<file path="config.mk">
export PLATFORM = sky130hd
export DESIGN_NAME = symmetric_fir_decimator_flat
export DESIGN_NICKNAME = d
export VERILOG_FILES = /design/src/hdl/sfd_pkg.sv /design/src/hdl/sfd_ifs.sv /design/src/hdl/sfd_ram.sv /design/src/hdl/sfd_ctrl.sv /design/src/hdl/sfd_dpath.sv /design/src/hdl/symmetric_fir_decimator.sv /design/src/flat_wrapper.sv
export SDC_FILE = /design/constraint.sdc
export NUM_CORES = 2
export LEC_CHECK = 0
export BUFFER_PORTS_ARGS = -buffer_cell sky130_fd_sc_hd__buf_2
export CAP_MARGIN = 20
export CORE_UTILIZATION = 30
export DETAILED_ROUTE_END_ITERATION = 6
export GPL_ROUTABILITY_DRIVEN = 0
export GPL_TIMING_DRIVEN = 1
export MAX_ROUTING_LAYER = met4
export SYNTH_ARGS = -nofsm -noshare
export SYNTH_HDL_FRONTEND = slang
export SYNTH_SLANG_ARGS = --single-unit
</file>
<file path="constraint.sdc">
create_clock -name clk -period 6.92 [get_ports clk]
set_input_delay 0.346 -clock clk [delete_from_list [all_inputs] [get_ports clk]]
set_output_delay 0.346 -clock clk [all_outputs]
set_load 0.03 [all_outputs]
</file>
<file path="src/hdl/sfd_pkg.sv">
// ----------------------------------------------------------------------------
// sfd_pkg
// Shared constants, types and command/status bundles of the symmetric FIR
// decimator.
// ----------------------------------------------------------------------------
package sfd_pkg;

	// sizing
	localparam int MAX_TAPS   = 64;
	localparam int MAX_DECIM  = 16;
	localparam int COEF_DEPTH = MAX_TAPS / 2 + 1;

	localparam int DADDR_W = $clog2(MAX_TAPS);
	localparam int CADDR_W = $clog2(COEF_DEPTH);
	localparam int LEN_W   = $clog2(MAX_TAPS + 1);
	localparam int PH_W    = $clog2(MAX_DECIM + 1);
	localparam int STEP_W  = $clog2(COEF_DEPTH + 1);

	// field widths
	localparam int OP_W       = 1;
	localparam int CIDX_W     = 6;
	localparam int COEF_W     = 18;
	localparam int SAMPLE_W   = 24;
	localparam int TAPCNT_W   = 7;
	localparam int DECIM_W    = 5;
	localparam int CFG_IDX_W  = 2;
	localparam int CFG_DATA_W = 7;

	// arithmetic
	localparam int SUM_W       = SAMPLE_W + 1;
	localparam int PROD_W      = SUM_W + COEF_W;
	localparam int ACC_W       = PROD_W + $clog2(COEF_DEPTH) + 1;
	localparam int FRAC_W      = COEF_W - 1;
	localparam int RND_W       = ACC_W - FRAC_W;
	localparam int DRAIN_CYC   = 3;
	localparam int DRAIN_W     = $clog2(DRAIN_CYC + 1);

	// register indexes
	localparam logic [CFG_IDX_W-1:0] REG_TAP_COUNT  = CFG_IDX_W'(0);
	localparam logic [CFG_IDX_W-1:0] REG_DECIM_RATE = CFG_IDX_W'(1);

	typedef enum logic [OP_W-1:0] {
		OP_COEF   = 1'b0,
		OP_SAMPLE = 1'b1
	} op_t;

	typedef enum logic [2:0] {
		ST_IDLE,
		ST_RUN,
		ST_DRAIN,
		ST_ROUND,
		ST_DONE
	} state_t;

	typedef struct packed {
		logic              coef_wr;
		logic              samp_wr;
		logic              issue;
		logic [STEP_W-1:0] step;
		logic [LEN_W-1:0]  len;
		logic              acc_clr;
		logic              round;
		logic              load_out;
	} sfd_cmd_t;

	typedef struct packed {
		logic out_free;
	} sfd_stat_t;

endpackage

</file>
<file path="src/hdl/sfd_ifs.sv">
// ----------------------------------------------------------------------------
// sfd_ifs
// Valid/ready channels of the decimator: input items and filtered results.
// ----------------------------------------------------------------------------
interface sfd_in_if;
	import sfd_pkg::*;

	logic                        valid;
	logic                        ready;
	op_t                         op;
	logic [CIDX_W-1:0]           coef_index;
	logic signed [COEF_W-1:0]    coef_value;
	logic signed [SAMPLE_W-1:0]  sample;

	modport source (output valid, op, coef_index, coef_value, sample, input ready);
	modport sink   (input valid, op, coef_index, coef_value, sample, output ready);
endinterface

interface sfd_out_if;
	import sfd_pkg::*;

	logic                        valid;
	logic                        ready;
	logic signed [SAMPLE_W-1:0]  filtered;

	modport source (output valid, filtered, input ready);
	modport sink   (input valid, filtered, output ready);
endinterface

</file>
<file path="src/hdl/sfd_ram.sv">
// ----------------------------------------------------------------------------
// sfd_ram
// Generic single-write, single-read RAM with registered read data.
// ----------------------------------------------------------------------------
module sfd_ram #(
	parameter int WIDTH = 8,
	parameter int DEPTH = 16
) (
	input  logic                     clk,
	input  logic                     we,
	input  logic [$clog2(DEPTH)-1:0] waddr,
	input  logic [WIDTH-1:0]         wdata,
	input  logic [$clog2(DEPTH)-1:0] raddr,
	output logic [WIDTH-1:0]         rdata
);
	logic [WIDTH-1:0] mem_q [DEPTH];

	always_ff @(posedge clk) begin
		if (we) begin
			mem_q[waddr] <= wdata;
		end
		rdata <= mem_q[raddr];
	end
endmodule

</file>
<file path="src/hdl/sfd_ctrl.sv">
// ----------------------------------------------------------------------------
// sfd_ctrl
// Controller: config registers, fill/phase bookkeeping and the sequencer that
// walks the tap pairs through the datapath.
// ----------------------------------------------------------------------------
module sfd_ctrl (
	input  logic                           clk,
	input  logic                           arst_n,
	input  logic                           cfg_we,
	input  logic [sfd_pkg::CFG_IDX_W-1:0]  cfg_index,
	input  logic [sfd_pkg::CFG_DATA_W-1:0] cfg_data,
	input  logic                           feed_valid,
	input  sfd_pkg::op_t                   feed_op,
	output logic                           feed_ready,
	output sfd_pkg::sfd_cmd_t              cmd,
	input  sfd_pkg::sfd_stat_t             stat
);
	import sfd_pkg::*;

	state_t             state_q, state_d;
	logic [TAPCNT_W-1:0] tap_q;
	logic [DECIM_W-1:0]  decim_q;
	logic [LEN_W-1:0]   fill_q, fill_d;
	logic [PH_W-1:0]    phase_q, phase_d;
	logic [LEN_W-1:0]   len_q, len_d;
	logic [STEP_W-1:0]  step_q, step_d;
	logic [DRAIN_W-1:0] drain_q, drain_d;
	logic [LEN_W-1:0]   eff_len;
	logic [PH_W-1:0]    eff_rate;
	logic [STEP_W-1:0]  last_step;
	logic               accept;
	logic               emit;

	// out-of-range settings are clamped
	always_comb begin
		if (tap_q == '0) begin
			eff_len = LEN_W'(1);
		end else if (32'(tap_q) > MAX_TAPS) begin
			eff_len = LEN_W'(MAX_TAPS);
		end else begin
			eff_len = LEN_W'(tap_q);
		end
		if (decim_q == '0) begin
			eff_rate = PH_W'(1);
		end else if (32'(decim_q) > MAX_DECIM) begin
			eff_rate = PH_W'(MAX_DECIM);
		end else begin
			eff_rate = PH_W'(decim_q);
		end
	end

	// pairs plus the center tap when the length is odd
	assign last_step = STEP_W'(len_q >> 1) + STEP_W'(len_q[0]) - STEP_W'(1);

	always_ff @(posedge clk or negedge arst_n) begin
		if (!arst_n) begin
			tap_q   <= TAPCNT_W'(1);
			decim_q <= DECIM_W'(1);
		end else if (cfg_we) begin
			case (cfg_index)
				REG_TAP_COUNT:  tap_q   <= cfg_data[TAPCNT_W-1:0];
				REG_DECIM_RATE: decim_q <= cfg_data[DECIM_W-1:0];
				default: ;
			endcase
		end
	end

	always_ff @(posedge clk or negedge arst_n) begin
		if (!arst_n) begin
			state_q <= ST_IDLE;
			fill_q  <= '0;
			phase_q <= '0;
			len_q   <= LEN_W'(1);
			step_q  <= '0;
			drain_q <= '0;
		end else begin
			state_q <= state_d;
			fill_q  <= fill_d;
			phase_q <= phase_d;
			len_q   <= len_d;
			step_q  <= step_d;
			drain_q <= drain_d;
		end
	end

	always_comb begin
		state_d    = state_q;
		fill_d     = fill_q;
		phase_d    = phase_q;
		len_d      = len_q;
		step_d     = step_q;
		drain_d    = drain_q;
		emit       = 1'b0;
		feed_ready = 1'b0;
		accept     = 1'b0;
		cmd        = '0;
		cmd.step   = step_q;
		cmd.len    = len_q;

		case (state_q)
			ST_IDLE: begin
				feed_ready = 1'b1;
				accept     = feed_valid;
				if (accept && feed_op == OP_COEF) begin
					cmd.coef_wr = 1'b1;
				end else if (accept) begin
					cmd.samp_wr = 1'b1;
					if (fill_q < eff_len) begin
						fill_d = fill_q + LEN_W'(1);
						emit   = (fill_q + LEN_W'(1) == eff_len);
					end else if (phase_q == '0) begin
						emit = 1'b1;
					end else begin
						phase_d = phase_q - PH_W'(1);
					end
					if (emit) begin
						phase_d     = eff_rate - PH_W'(1);
						len_d       = eff_len;
						step_d      = '0;
						cmd.acc_clr = 1'b1;
						state_d     = ST_RUN;
					end
				end
			end
			ST_RUN: begin
				cmd.issue = 1'b1;
				if (step_q == last_step) begin
					drain_d = '0;
					state_d = ST_DRAIN;
				end else begin
					step_d = step_q + STEP_W'(1);
				end
			end
			ST_DRAIN: begin
				if (drain_q == DRAIN_W'(DRAIN_CYC - 1)) begin
					state_d = ST_ROUND;
				end else begin
					drain_d = drain_q + DRAIN_W'(1);
				end
			end
			ST_ROUND: begin
				cmd.round = 1'b1;
				state_d   = ST_DONE;
			end
			ST_DONE: begin
				if (stat.out_free) begin
					cmd.load_out = 1'b1;
					state_d      = ST_IDLE;
				end
			end
			default: begin
				state_d = ST_IDLE;
			end
		endcase
	end
endmodule

</file>
<file path="src/hdl/sfd_dpath.sv">
// ----------------------------------------------------------------------------
// sfd_dpath
// Datapath: circular sample buffer, coefficient table, pre-add / multiply /
// accumulate pipeline, rounding, saturation and the result register.
// ----------------------------------------------------------------------------
module sfd_dpath (
	input  logic                   clk,
	input  logic                   arst_n,
	input  sfd_pkg::sfd_cmd_t      cmd,
	output sfd_pkg::sfd_stat_t     stat,
	sfd_in_if.sink                 feed,
	sfd_out_if.source              result
);
	import sfd_pkg::*;

	localparam logic signed [RND_W-1:0] SAT_HI = RND_W'(8388607);
	localparam logic signed [RND_W-1:0] SAT_LO = -RND_W'(8388608);
	localparam logic signed [ACC_W-1:0] RND_BIAS = ACC_W'(1) <<< (FRAC_W - 1);

	// physical address of the sample that is k places behind the newest one
	function automatic logic [DADDR_W-1:0] tap_addr(
		input logic [DADDR_W-1:0] wp,
		input logic [LEN_W-1:0]   k
	);
		logic signed [LEN_W+1:0] d;
		d = $signed({{(LEN_W + 2 - DADDR_W){1'b0}}, wp}) - (LEN_W + 2)'(1)
			- $signed({2'b00, k});
		if (d < 0) begin
			d = d + (LEN_W + 2)'(MAX_TAPS);
		end
		return d[DADDR_W-1:0];
	endfunction

	logic [DADDR_W-1:0]       wp_q;
	logic [LEN_W-1:0]         cnt_q;
	logic [COEF_DEPTH-1:0]    cvalid_q;
	logic [LEN_W-1:0]         ka, kb;
	logic [DADDR_W-1:0]       ra_a, ra_b;
	logic [CADDR_W-1:0]       ra_c, wa_c;
	logic                     center;
	logic                     coef_hit;
	logic [SAMPLE_W-1:0]      da, db;
	logic [COEF_W-1:0]        dc;
	logic                     v_s1, va_s1, vb_s1, vc_s1;
	logic                     v_s2, v_s3;
	logic signed [SUM_W-1:0]  sum_s2;
	logic signed [COEF_W-1:0] coef_s2;
	logic signed [PROD_W-1:0] prod_s3;
	logic signed [ACC_W-1:0]  acc_q, acc_rnd;
	logic signed [RND_W-1:0]  rnd_q;
	logic signed [SUM_W-1:0]  xa, xb;
	logic signed [SAMPLE_W-1:0] sat_val;
	logic                     out_valid_q;
	logic [SAMPLE_W-1:0]      filtered_q;

	assign ka     = LEN_W'(cmd.step);
	assign kb     = cmd.len - LEN_W'(1) - LEN_W'(cmd.step);
	assign center = cmd.len[0] && (LEN_W'(cmd.step) == (cmd.len >> 1));
	assign ra_a   = tap_addr(wp_q, ka);
	assign ra_b   = tap_addr(wp_q, kb);
	assign ra_c   = CADDR_W'(cmd.step);
	assign wa_c   = CADDR_W'(feed.coef_index);
	assign coef_hit = 32'(feed.coef_index) < COEF_DEPTH;

	// two copies of the sample buffer give two reads per cycle
	sfd_ram #(.WIDTH(SAMPLE_W), .DEPTH(MAX_TAPS)) u_samp_a (
		.clk   (clk),
		.we    (cmd.samp_wr),
		.waddr (wp_q),
		.wdata (feed.sample),
		.raddr (ra_a),
		.rdata (da)
	);

	sfd_ram #(.WIDTH(SAMPLE_W), .DEPTH(MAX_TAPS)) u_samp_b (
		.clk   (clk),
		.we    (cmd.samp_wr),
		.waddr (wp_q),
		.wdata (feed.sample),
		.raddr (ra_b),
		.rdata (db)
	);

	sfd_ram #(.WIDTH(COEF_W), .DEPTH(COEF_DEPTH)) u_coef (
		.clk   (clk),
		.we    (cmd.coef_wr && coef_hit),
		.waddr (wa_c),
		.wdata (feed.coef_value),
		.raddr (ra_c),
		.rdata (dc)
	);

	// write pointer, sample count (entries never written read as zero),
	// coefficient valid bits
	always_ff @(posedge clk or negedge arst_n) begin
		if (!arst_n) begin
			wp_q     <= '0;
			cnt_q    <= '0;
			cvalid_q <= '0;
		end else begin
			if (cmd.samp_wr) begin
				wp_q <= (32'(wp_q) == MAX_TAPS - 1) ? '0 : wp_q + DADDR_W'(1);
				if (32'(cnt_q) != MAX_TAPS) begin
					cnt_q <= cnt_q + LEN_W'(1);
				end
			end
			if (cmd.coef_wr && coef_hit) begin
				cvalid_q[wa_c] <= 1'b1;
			end
		end
	end

	// pipeline control
	always_ff @(posedge clk or negedge arst_n) begin
		if (!arst_n) begin
			v_s1 <= 1'b0;
			v_s2 <= 1'b0;
			v_s3 <= 1'b0;
		end else begin
			v_s1 <= cmd.issue;
			v_s2 <= v_s1;
			v_s3 <= v_s2;
		end
	end

	// s1: read flags travel with the RAM reads
	always_ff @(posedge clk) begin
		va_s1 <= ka < cnt_q;
		vb_s1 <= (kb < cnt_q) && !center;
		vc_s1 <= cvalid_q[ra_c];
	end

	assign xa = va_s1 ? SUM_W'($signed(da)) : '0;
	assign xb = vb_s1 ? SUM_W'($signed(db)) : '0;

	// s2: pre-add of the symmetric pair
	always_ff @(posedge clk) begin
		sum_s2  <= xa + xb;
		coef_s2 <= vc_s1 ? $signed(dc) : '0;
	end

	// s3: product
	always_ff @(posedge clk) begin
		prod_s3 <= PROD_W'(coef_s2) * PROD_W'(sum_s2);
	end

	assign acc_rnd = acc_q + RND_BIAS;

	always_ff @(posedge clk) begin
		if (cmd.acc_clr) begin
			acc_q <= '0;
		end else if (v_s3) begin
			acc_q <= acc_q + ACC_W'(prod_s3);
		end
		if (cmd.round) begin
			rnd_q <= acc_rnd[ACC_W-1:FRAC_W];
		end
	end

	always_comb begin
		if (rnd_q > SAT_HI) begin
			sat_val = SAT_HI[SAMPLE_W-1:0];
		end else if (rnd_q < SAT_LO) begin
			sat_val = SAT_LO[SAMPLE_W-1:0];
		end else begin
			sat_val = rnd_q[SAMPLE_W-1:0];
		end
	end

	// result register
	always_ff @(posedge clk or negedge arst_n) begin
		if (!arst_n) begin
			out_valid_q <= 1'b0;
		end else if (cmd.load_out) begin
			out_valid_q <= 1'b1;
		end else if (result.ready) begin
			out_valid_q <= 1'b0;
		end
	end

	always_ff @(posedge clk) begin
		if (cmd.load_out) begin
			filtered_q <= sat_val;
		end
	end

	assign stat.out_free   = !out_valid_q || result.ready;
	assign result.valid    = out_valid_q;
	assign result.filtered = filtered_q;
endmodule

</file>
<file path="src/hdl/symmetric_fir_decimator.sv">
// ----------------------------------------------------------------------------
// symmetric_fir_decimator
// One stage of a linear-phase FIR decimator with a symmetric coefficient set.
// Items on the input channel either load one Q1.17 coefficient of the half
// table (op coefficient; indexes past the table are dropped) or push one
// 24-bit sample into a window of up to 64 taps (op sample). Once the window
// holds tap_count samples a result is produced, and then one on every
// decim_rate-th further sample. The result is sum coef[i]*(x[i]+x[L-1-i])
// plus the center tap for odd L, accumulated exactly, rounded to nearest
// (ties toward plus infinity) and saturated to 24 bits. Coefficient loads
// and non-emitting samples complete when accepted. After a sample that
// produces a result no item is accepted until its tap pairs have passed, one
// per cycle, through a single shared pre-add/multiply/accumulate pipeline,
// the pipeline has drained, the sum is rounded and it is loaded into the
// output register once that is free. The output register holds a finished
// result while the next item is accepted. Configuration registers: index 0
// tap_count (reset 1), index 1 decim_rate (reset 1); out-of-range values are
// clamped, other indexes are ignored. The sample buffer and coefficient
// table need no clearing pass: entries not yet written read as zero.
// ----------------------------------------------------------------------------
module symmetric_fir_decimator (
	input  logic                           clk,
	input  logic                           arst_n,
	sfd_in_if.sink                         feed,
	sfd_out_if.source                      result,
	input  logic                           cfg_we,
	input  logic [sfd_pkg::CFG_IDX_W-1:0]  cfg_index,
	input  logic [sfd_pkg::CFG_DATA_W-1:0] cfg_data
);
	import sfd_pkg::*;

	sfd_cmd_t  cmd;
	sfd_stat_t stat;

	// sequencer: accepts a transaction only when idle, then walks the
	// tap pairs and hands the result to the output register
	sfd_ctrl u_ctrl (
		.clk        (clk),
		.arst_n     (arst_n),
		.cfg_we     (cfg_we),
		.cfg_index  (cfg_index),
		.cfg_data   (cfg_data),
		.feed_valid (feed.valid),
		.feed_op    (feed.op),
		.feed_ready (feed.ready),
		.cmd        (cmd),
		.stat       (stat)
	);

	// storage and arithmetic
	sfd_dpath u_dpath (
		.clk    (clk),
		.arst_n (arst_n),
		.cmd    (cmd),
		.stat   (stat),
		.feed   (feed),
		.result (result)
	);
endmodule
</file>
<file path="src/flat_wrapper.sv">
// flat-port wrapper written by rule: the top's interface ports become plain ports
module symmetric_fir_decimator_flat import sfd_pkg::*;
  (clk, arst_n, cfg_we, cfg_index, cfg_data, feed_valid, feed_op, feed_coef_index, feed_coef_value, feed_sample, feed_ready, result_valid, result_filtered, result_ready);
  sfd_in_if feed_i ();
  sfd_out_if result_i ();
  input  logic clk;
  input  logic arst_n;
  input  logic cfg_we;
  input  logic [sfd_pkg::CFG_IDX_W-1:0] cfg_index;
  input  logic [sfd_pkg::CFG_DATA_W-1:0] cfg_data;
  input wire logic [$bits(feed_i.valid)-1:0] feed_valid;
  input wire logic [$bits(feed_i.op)-1:0] feed_op;
  input wire logic [$bits(feed_i.coef_index)-1:0] feed_coef_index;
  input wire logic [$bits(feed_i.coef_value)-1:0] feed_coef_value;
  input wire logic [$bits(feed_i.sample)-1:0] feed_sample;
  output wire logic [$bits(feed_i.ready)-1:0] feed_ready;
  output wire logic [$bits(result_i.valid)-1:0] result_valid;
  output wire logic [$bits(result_i.filtered)-1:0] result_filtered;
  input wire logic [$bits(result_i.ready)-1:0] result_ready;
  assign feed_i.valid = feed_valid;
  assign feed_i.op = feed_op;
  assign feed_i.coef_index = feed_coef_index;
  assign feed_i.coef_value = feed_coef_value;
  assign feed_i.sample = feed_sample;
  assign feed_ready = feed_i.ready;
  assign result_valid = result_i.valid;
  assign result_filtered = result_i.filtered;
  assign result_i.ready = result_ready;
  symmetric_fir_decimator u_core (.clk(clk), .arst_n(arst_n), .feed(feed_i), .result(result_i), .cfg_we(cfg_we), .cfg_index(cfg_index), .cfg_data(cfg_data));
endmodule
</file>
# Yosys cells after proc, flatten, opt, wreduce, memory -nomap -nowiden

Memories as Yosys holds them, arrays and structs flattened. A register that Yosys moved wholly into a read port is not among the register bits.
Index checks and enable logic that the tools add are counted.

Div/mod/pow operators: 0
Multiply operators: 1
Shift operators: 0
Order comparisons: 13
Multiplexer cells: 56
Add/sub/neg operators: 19
Bitwise gates (word level): 3
Equal/unequal tests: 21
Reduce and logical (&&, ||, !) cells: 25

Operators with widths:

| operator                                                        | count |
|---|---|
| adder 50 x 18 -> 50 bit, second input constant                  | 1 |
| adder 50 x 43 -> 50 bit                                         | 1 |
| 2-to-1 mux 25 bit                                               | 2 |
| multiplier 18 x 25 -> 43 bit                                    | 1 |
| 2-to-1 mux 6 bit                                                | 7 |
| greater-than comparator 33 x 24 -> 1 bit, second input constant | 1 |
| < comparator 33 x 24 -> 1 bit, second input constant            | 1 |
| bitwise OR 33 bit                                               | 1 |
| adder 25 bit                                                    | 1 |
| 2-to-1 mux 1 bit                                                | 25 |
| 2-to-1 mux 5 bit                                                | 5 |
| adder 6 x 1 -> 6 bit, second input constant                     | 4 |
| 2-to-1 mux 24 bit                                               | 1 |
| 2-to-1 mux 3 bit                                                | 6 |
| case mux 3 bit (5 select lines)                                 | 1 |
| adder 7 x 1 -> 7 bit, second input constant                     | 2 |
| < comparator 6 x 7 -> 1 bit, second input constant              | 2 |
| < comparator 7 bit                                              | 2 |
| 2-to-1 mux 7 bit                                                | 2 |
| inequality test 2 bit, second input constant                    | 7 |
| == test 6 bit                                                   | 2 |
| case mux 6 bit (2 select lines)                                 | 1 |
| logical NOT 5 bit                                               | 2 |
| AND reduction 5 bit                                             | 2 |
| 41 further kinds                                                | 58 |

Register bits: 288
Bits in writable memories: 3666
Bits in read-only memories: 0
Memories: 3
Input port bits: 63
Word-level logic and storage cells: 165
Latch bits: 0
Output and inout bits: 26

Memories:

| name                          | words | width | read ports | clocked after Yosys merged registers in | write ports | line          | source |
|---|---|---|---|---|---|---|---|
| u_core.u_dpath.u_samp_a.mem_q | 64    | 24    | 1          | 1                                       | 1           | sfd_ram.sv:16 | `logic [WIDTH-1:0] mem_q [DEPTH];` |
| u_core.u_dpath.u_samp_b.mem_q | 64    | 24    | 1          | 1                                       | 1           | sfd_ram.sv:16 |  |
| u_core.u_dpath.u_coef.mem_q   | 33    | 18    | 1          | 1                                       | 1           | sfd_ram.sv:16 |  |

# Logic depth before layout (Yosys ltp)

Depth in word-level cells: 12
Gate-level depth with buffers: 25
Mapped depth without buffers: 24

# Worst setup path before layout

Ideal clock, no wire load.

Kind: reg2reg
Start point: register u_core.u_dpath.sum_s2[21]
End point: register u_core.u_dpath.prod_s3[42]
Library setup time: 0.127 ns
Buffers on the path: 2
Data required time: 6.793 ns
Stages on the path, launching flop included: 26
Arrival: 6.053 ns
Period minus slack after synthesis: 6.180 ns
Slack: 0.740 ns
Cells stage by stage: dfxtp_1 clkbuf_1 clkbuf_1 nand2_1 fa_1 inv_1 fa_1 inv_1 fa_1 inv_1 fa_1 fa_1 inv_1 fa_1 inv_1 ha_1 a21o_1 a211oi_1 nor2b_1 o21ai_0 o21ai_1 a21oi_1 a31oi_1 o21ai_1 a221oi_1 xnor2_1

Cells in the longest elaborated chain, start to end: 1

Ends and longest elaborated chain:

| item                         | line             | source |
|---|---|---|
| start: declaration           | sfd_dpath.sv:46  | `logic signed [SUM_W-1:0] sum_s2;` |
| start signal: assignment     | sfd_dpath.sv:138 | `sum_s2 <= xa + xb;` |
| multiplier 18 x 25 -> 43 bit | sfd_dpath.sv:144 | `prod_s3 <= PROD_W'(coef_s2) * PROD_W'(sum_s2);` |
| end signal: assignment       | sfd_dpath.sv:144 |  |
| end: declaration             | sfd_dpath.sv:48  | `logic signed [PROD_W-1:0] prod_s3;` |

Every way passes these cells.
A chain may end at the register's enable or synchronous reset.

# Final worst setup path

Start point: register u_core.u_dpath.sum_s2[4]
End point: register u_core.u_dpath.prod_s3[42]

The elaborated chain is that of the path after synthesis.

==> out/summary.txt <==
=================================================================================================================
Via count of the first global-routing pass .........................................................       73,500
Fin Setup TNS ......................................................................................         0 ns
Most instantiated flip-flop cell in the synthesis netlist .......................................... sky130_fd_sc_hd__edfxtp_1
Antenna-violating nets left ........................................................................            0
Fraction of layout instances using a drive strength above 1 ........................................        0.266
Cells after synthesis ..............................................................................        7,372
Worst slew margin relative to its limit ............................................................        0.232
Critical Path End Type .............................................................................     register
Synthesis-to-layout area growth ....................................................................        14.7%
Net count, final ...................................................................................        8,355
Largest cells by area after synthesis .............................................................. sky130_fd_sc_hd__edfxtp_1, sky130_fd_sc_hd__mux4_2, sky130_fd_sc_hd__fa_1
Status ............................................................................................. complete, no violations
Net count of the mapped netlist ....................................................................        8,106
Terminating pin of the worst hold path ............................................................. u_core.u_dpath.u_samp_b.mem_q[59][22]
Sequential-to-total area share from yosys stat .....................................................        0.572
Hpwl dp ............................................................................................   215,000 µm
DRC violations left ................................................................................            0
I/O pin total ......................................................................................           89
Mux contribution to synthesized area ...............................................................        0.215
Final slew viol count ..............................................................................            0
Area inside the core boundary ......................................................................  417,000 µm²
Period Utilization, post-route .....................................................................        0.942
Final routed wire length divided by cell count .....................................................      25.7 µm
Global-route total usage across every layer ........................................................        0.164
Number of warning messages in the yosys log ........................................................            0
Critical path, cell by cell ........................................................................ nand2_1 > fa_1 > inv_1 > fa_1 > fa_1 > fa_1 > fa_1 > inv_1 > fa_1 > inv_1 > ha_1 > a21o_1 > a21o_1 > a211oi_1 > o21ai_0 > o21ai_1 > a21oi_1 > a31oi_1 > o21ai_1 > a221oi_1 > xnor2_1
Post-synthesis average cell area ...................................................................     17.1 µm²
Total standard cell area after synthesis ...........................................................  126,000 µm²
R2r worst-path depth ...............................................................................           21
Vias per cell ......................................................................................         5.27
Number of endpoints with negative hold slack in the final report ...................................            0
Pin count of the biggest net entering global routing ...............................................          113
Die outline height .................................................................................       650 µm
Asr flop ratio synth ...............................................................................       0.0370
Port Buffers .......................................................................................           88
Arithmetic-cell share of the synthesized area counting full adders, half adders and majority gates .       0.0933
Slowest stage cell, crit path ...................................................................... sky130_fd_sc_hd__dfxtp_1
Final Routed Wirelength ............................................................................   343,000 µm
Setup repair after global routing missed its margin ................................................           no
Post-synth top area cell ........................................................................... sky130_fd_sc_hd__edfxtp_1
H-Tree Depth .......................................................................................            5
Via total after detailed routing ...................................................................       70,400
Max-cap violation count ............................................................................            0
Remaining global-route overflow ....................................................................            0
Critical path class ................................................................................ register to register
Number of buffers created by CTS ...................................................................          271
Minimum clock period after layout ..................................................................      6.52 ns
TritonCTS clock tree ...............................................................................         done
Simple-gate portion of the synthesized area ........................................................       0.0474
Transition at the pin with the smallest max-transition slack .......................................      1.14 ns
Number of buffers between clock root and the deepest sink ..........................................            4
First-pass iteration count of the detailed router ..................................................            6
Worst hold path cell count .........................................................................            1
Worst Setup Start Kind .............................................................................     register
Number of enable flip-flop cells after synthesis ...................................................        2,187
Source of the worst register-to-register timing path ............................................... u_core.u_dpath.sum_s2[4]
Main combinational cell family by area after synthesis ............................................. multiplexers
DIE AREA ...........................................................................................  422,000 µm²
Share of Yosys cell area claimed by the top area cell type .........................................        0.521
Number of setup violations in the final report .....................................................            0
WHS ................................................................................................   0.00731 ns
Reg2Reg Setup Slack ................................................................................      0.40 ns
End of the worst register-to-register path ......................................................... u_core.u_dpath.prod_s3[42]
Worst Path Max Fanout ..............................................................................           18
Starting density of the core .......................................................................        0.302
Highest attainable clock frequency .................................................................      153 MHz
Number of clock sinks seen by CTS ..................................................................        2,484
Fill cell instance count of the final layout .......................................................       38,900
Combined area of the multi-input logic cells .......................................................   50,800 µm²
Arrival time at the worst endpoint .................................................................      7.23 ns
Site row count .....................................................................................          237
Share of the synthesized area in compound gates (AO/OA/AOI/OAI) ....................................       0.0281
Antenna violations before repair ...................................................................           34
Skew final .........................................................................................    0.0992 ns
Worst Hold Launch .................................................................................. feed_sample[22]
Largest incremental delay on the critical path .....................................................      0.79 ns
Clk pin slew, worst setup/hold paths ...............................................................      0.06 ns
Root buffer selected by CTS ........................................................................ sky130_fd_sc_hd__clkbuf_16
Classification of the worst-slack hold path ........................................................ primary input to register
Req. time, crit path ...............................................................................      7.63 ns
Die Wd .............................................................................................       650 µm
Post-CTS setup repair buffer count .................................................................            0
Synthesized flop and latch total ...................................................................        2,484
Global-route wire length before repair .............................................................   504,000 µm
Clock latency on the worst-skew pair ...............................................................      0.91 ns
Synth Area in XOR/XNOR .............................................................................       0.0130
Most repeated library cell on the critical path .................................................... sky130_fd_sc_hd__fa_1
Synth unique cells .................................................................................           81
Iteration-0 DRC count of the detailed router .......................................................        7,231
Total area of sequential cells .....................................................................   72,100 µm²
=================================================================================================================
[worst max-delay path: cells and delay by family, from the launching register on]
family / cells / cell delay (ns)
flops: 1 / 0.79
buf+inv: 3 / 0.15
compound gates: 9 / 1.98
simple gates: 1 / 0.15
fa+ha+maj: 7 / 3.20
xor+xnor: 1 / 0.11
[layout make-up]
cell class                 instances  share of cell area
sequential                      2484               0.499
multi-input combinational       3896               0.352
clock buffer                     333              0.0498
tap                             5497              0.0476
timing repair buffer             394              0.0250
inverter                         574              0.0149
clock inverter                   156              0.0112
antenna                           29            0.000502
[state kept, by name, summed over array words and instances, names as in the netlist, 7 cells and up]
signal,count
u_core.u_dpath.u_samp_a.rdata,24
u_core.u_dpath.coef_s2,18
u_core.u_dpath.u_samp_b.rdata,24
u_core.u_dpath.cnt_q,7
u_core.u_dpath.acc_q,50
u_core.u_ctrl.len_q,7
u_core.u_dpath.prod_s3,43
u_core.u_dpath.u_samp_b.mem_q,864
u_core.u_dpath.u_coef.mem_q,594
u_core.u_ctrl.tap_q,7
u_core.u_dpath.cvalid_q,33
u_core.u_dpath.u_coef.rdata,18
u_core.u_ctrl.fill_q,7
u_core.u_dpath.result.filtered,24
u_core.u_dpath.u_samp_a.mem_q,672
u_core.u_dpath.rnd_q,33
u_core.u_dpath.sum_s2,25
[cells by family (layout without fill, tap and decap cells)]
| group | after synthesis | in the layout |
|---|---|---|
| flip-flops | 2484 | 2484 |
| multiplexers | 1270 | 1270 |
| AND/OR/NAND/NOR | 1218 | 1218 |
| buffers and inverters | 992 | 1457 |
| adder cells (fa/ha/maj) | 671 | 671 |
| AO/OA/AOI/OAI | 552 | 552 |
| XOR/XNOR | 185 | 185 |
| other | 0 | 29 |
[cell usage after synthesis (15+ instances only)]
cell	count
sky130_fd_sc_hd__o21ai_0	96
sky130_fd_sc_hd__and2_1	230
sky130_fd_sc_hd__nand3_1	50
sky130_fd_sc_hd__a31oi_1	19
sky130_fd_sc_hd__nor2b_1	66
sky130_fd_sc_hd__dfrtp_1	89
sky130_fd_sc_hd__mux2i_1	107
sky130_fd_sc_hd__or2_2	37
sky130_fd_sc_hd__inv_1	572
sky130_fd_sc_hd__nand2_1	414
sky130_fd_sc_hd__xor2_1	66
sky130_fd_sc_hd__buf_1	33
sky130_fd_sc_hd__or3_1	15
sky130_fd_sc_hd__nand2b_1	45
sky130_fd_sc_hd__nor2_1	230
sky130_fd_sc_hd__fa_1	446
sky130_fd_sc_hd__a21o_1	96
sky130_fd_sc_hd__o21a_1	17
sky130_fd_sc_hd__xnor2_1	118
sky130_fd_sc_hd__clkbuf_1	288
sky130_fd_sc_hd__o21bai_1	15
sky130_fd_sc_hd__nor3_1	40
sky130_fd_sc_hd__ha_1	225
sky130_fd_sc_hd__a21oi_1	169
sky130_fd_sc_hd__and3_1	18
sky130_fd_sc_hd__buf_2	96
sky130_fd_sc_hd__nand4_1	24
sky130_fd_sc_hd__dfxtp_1	205
sky130_fd_sc_hd__a211oi_1	62
sky130_fd_sc_hd__edfxtp_1	2187
sky130_fd_sc_hd__mux4_2	1150
[cells in the final DEF (no fill, tap or decap), drive strengths merged, types with 50 or more instances in the layout]
cell type       n
a211oi         64
nor2b          66
xor2           66
a21oi         170
nand2         416
nand3          50
clkbuf        333
and2          230
ha            225
mux2i         107
a21o           96
xnor2         118
edfxtp       2187
fa            446
clkinv        106
mux4         1150
inv           587
o21ai         103
dfrtp          89
dlygate4sd3    53
buf           341
dfxtp         205
nor2          232
[per-layer routing]
metal | vias to the layer above | routed length [µm] | global-route usage
met5 | - | 0 | -
met4 | 0 | 11700 | 0.0526
met3 | 559 | 26400 | 0.0296
met2 | 3169 | 167000 | 0.265
met1 | 37600 | 138000 | 0.210
li1 | 29100 | - | -
[worst max-delay path by stage]
stage,from,to,slack [ns],depth (start not counted)
6_report,u_core.u_dpath.sum_s2[4],u_core.u_dpath.prod_s3[42],0.40,21
5_1_grt,u_core.u_dpath.sum_s2[4],u_core.u_dpath.prod_s3[42],0.004,21
4_1_cts,u_core.u_dpath.coef_s2[3],u_core.u_dpath.prod_s3[40],0.03,24
3_5_place_dp,u_core.u_dpath.coef_s2[3],u_core.u_dpath.prod_s3[40],0.06,22
3_3_place_gp,u_core.u_dpath.coef_s2[3],u_core.u_dpath.prod_s3[40],0.01,24
2_1_floorplan,u_core.u_dpath.sum_s2[21],u_core.u_dpath.prod_s3[42],0.74,25
[stage by stage]
step | cells | setup WS, ns | area [µm²] | util
3_3_place_gp | 12800 | 0.0107 | 134000 | 0.322
6_report | 13400 | 0.402 | 144000 | 0.346
3_5_place_dp | 12800 | 0.0619 | 135000 | 0.322
5_1_grt | 13400 | 0.00427 | 144000 | 0.346
2_1_floorplan | 7372 | 0.740 | 126000 | -
4_1_cts | 13300 | 0.0347 | 144000 | 0.344
[timing repair]
action | CTS | global route
endpoints found under the hold margin | 629 | 343
hold buffers | 32 | 21
resized for setup | 0 | 15
endpoints found under the setup margin | 0 | 8
Power is not shown: default switching activity piles up to over one toggle a cycle in this logic, so the estimate is an artifact.
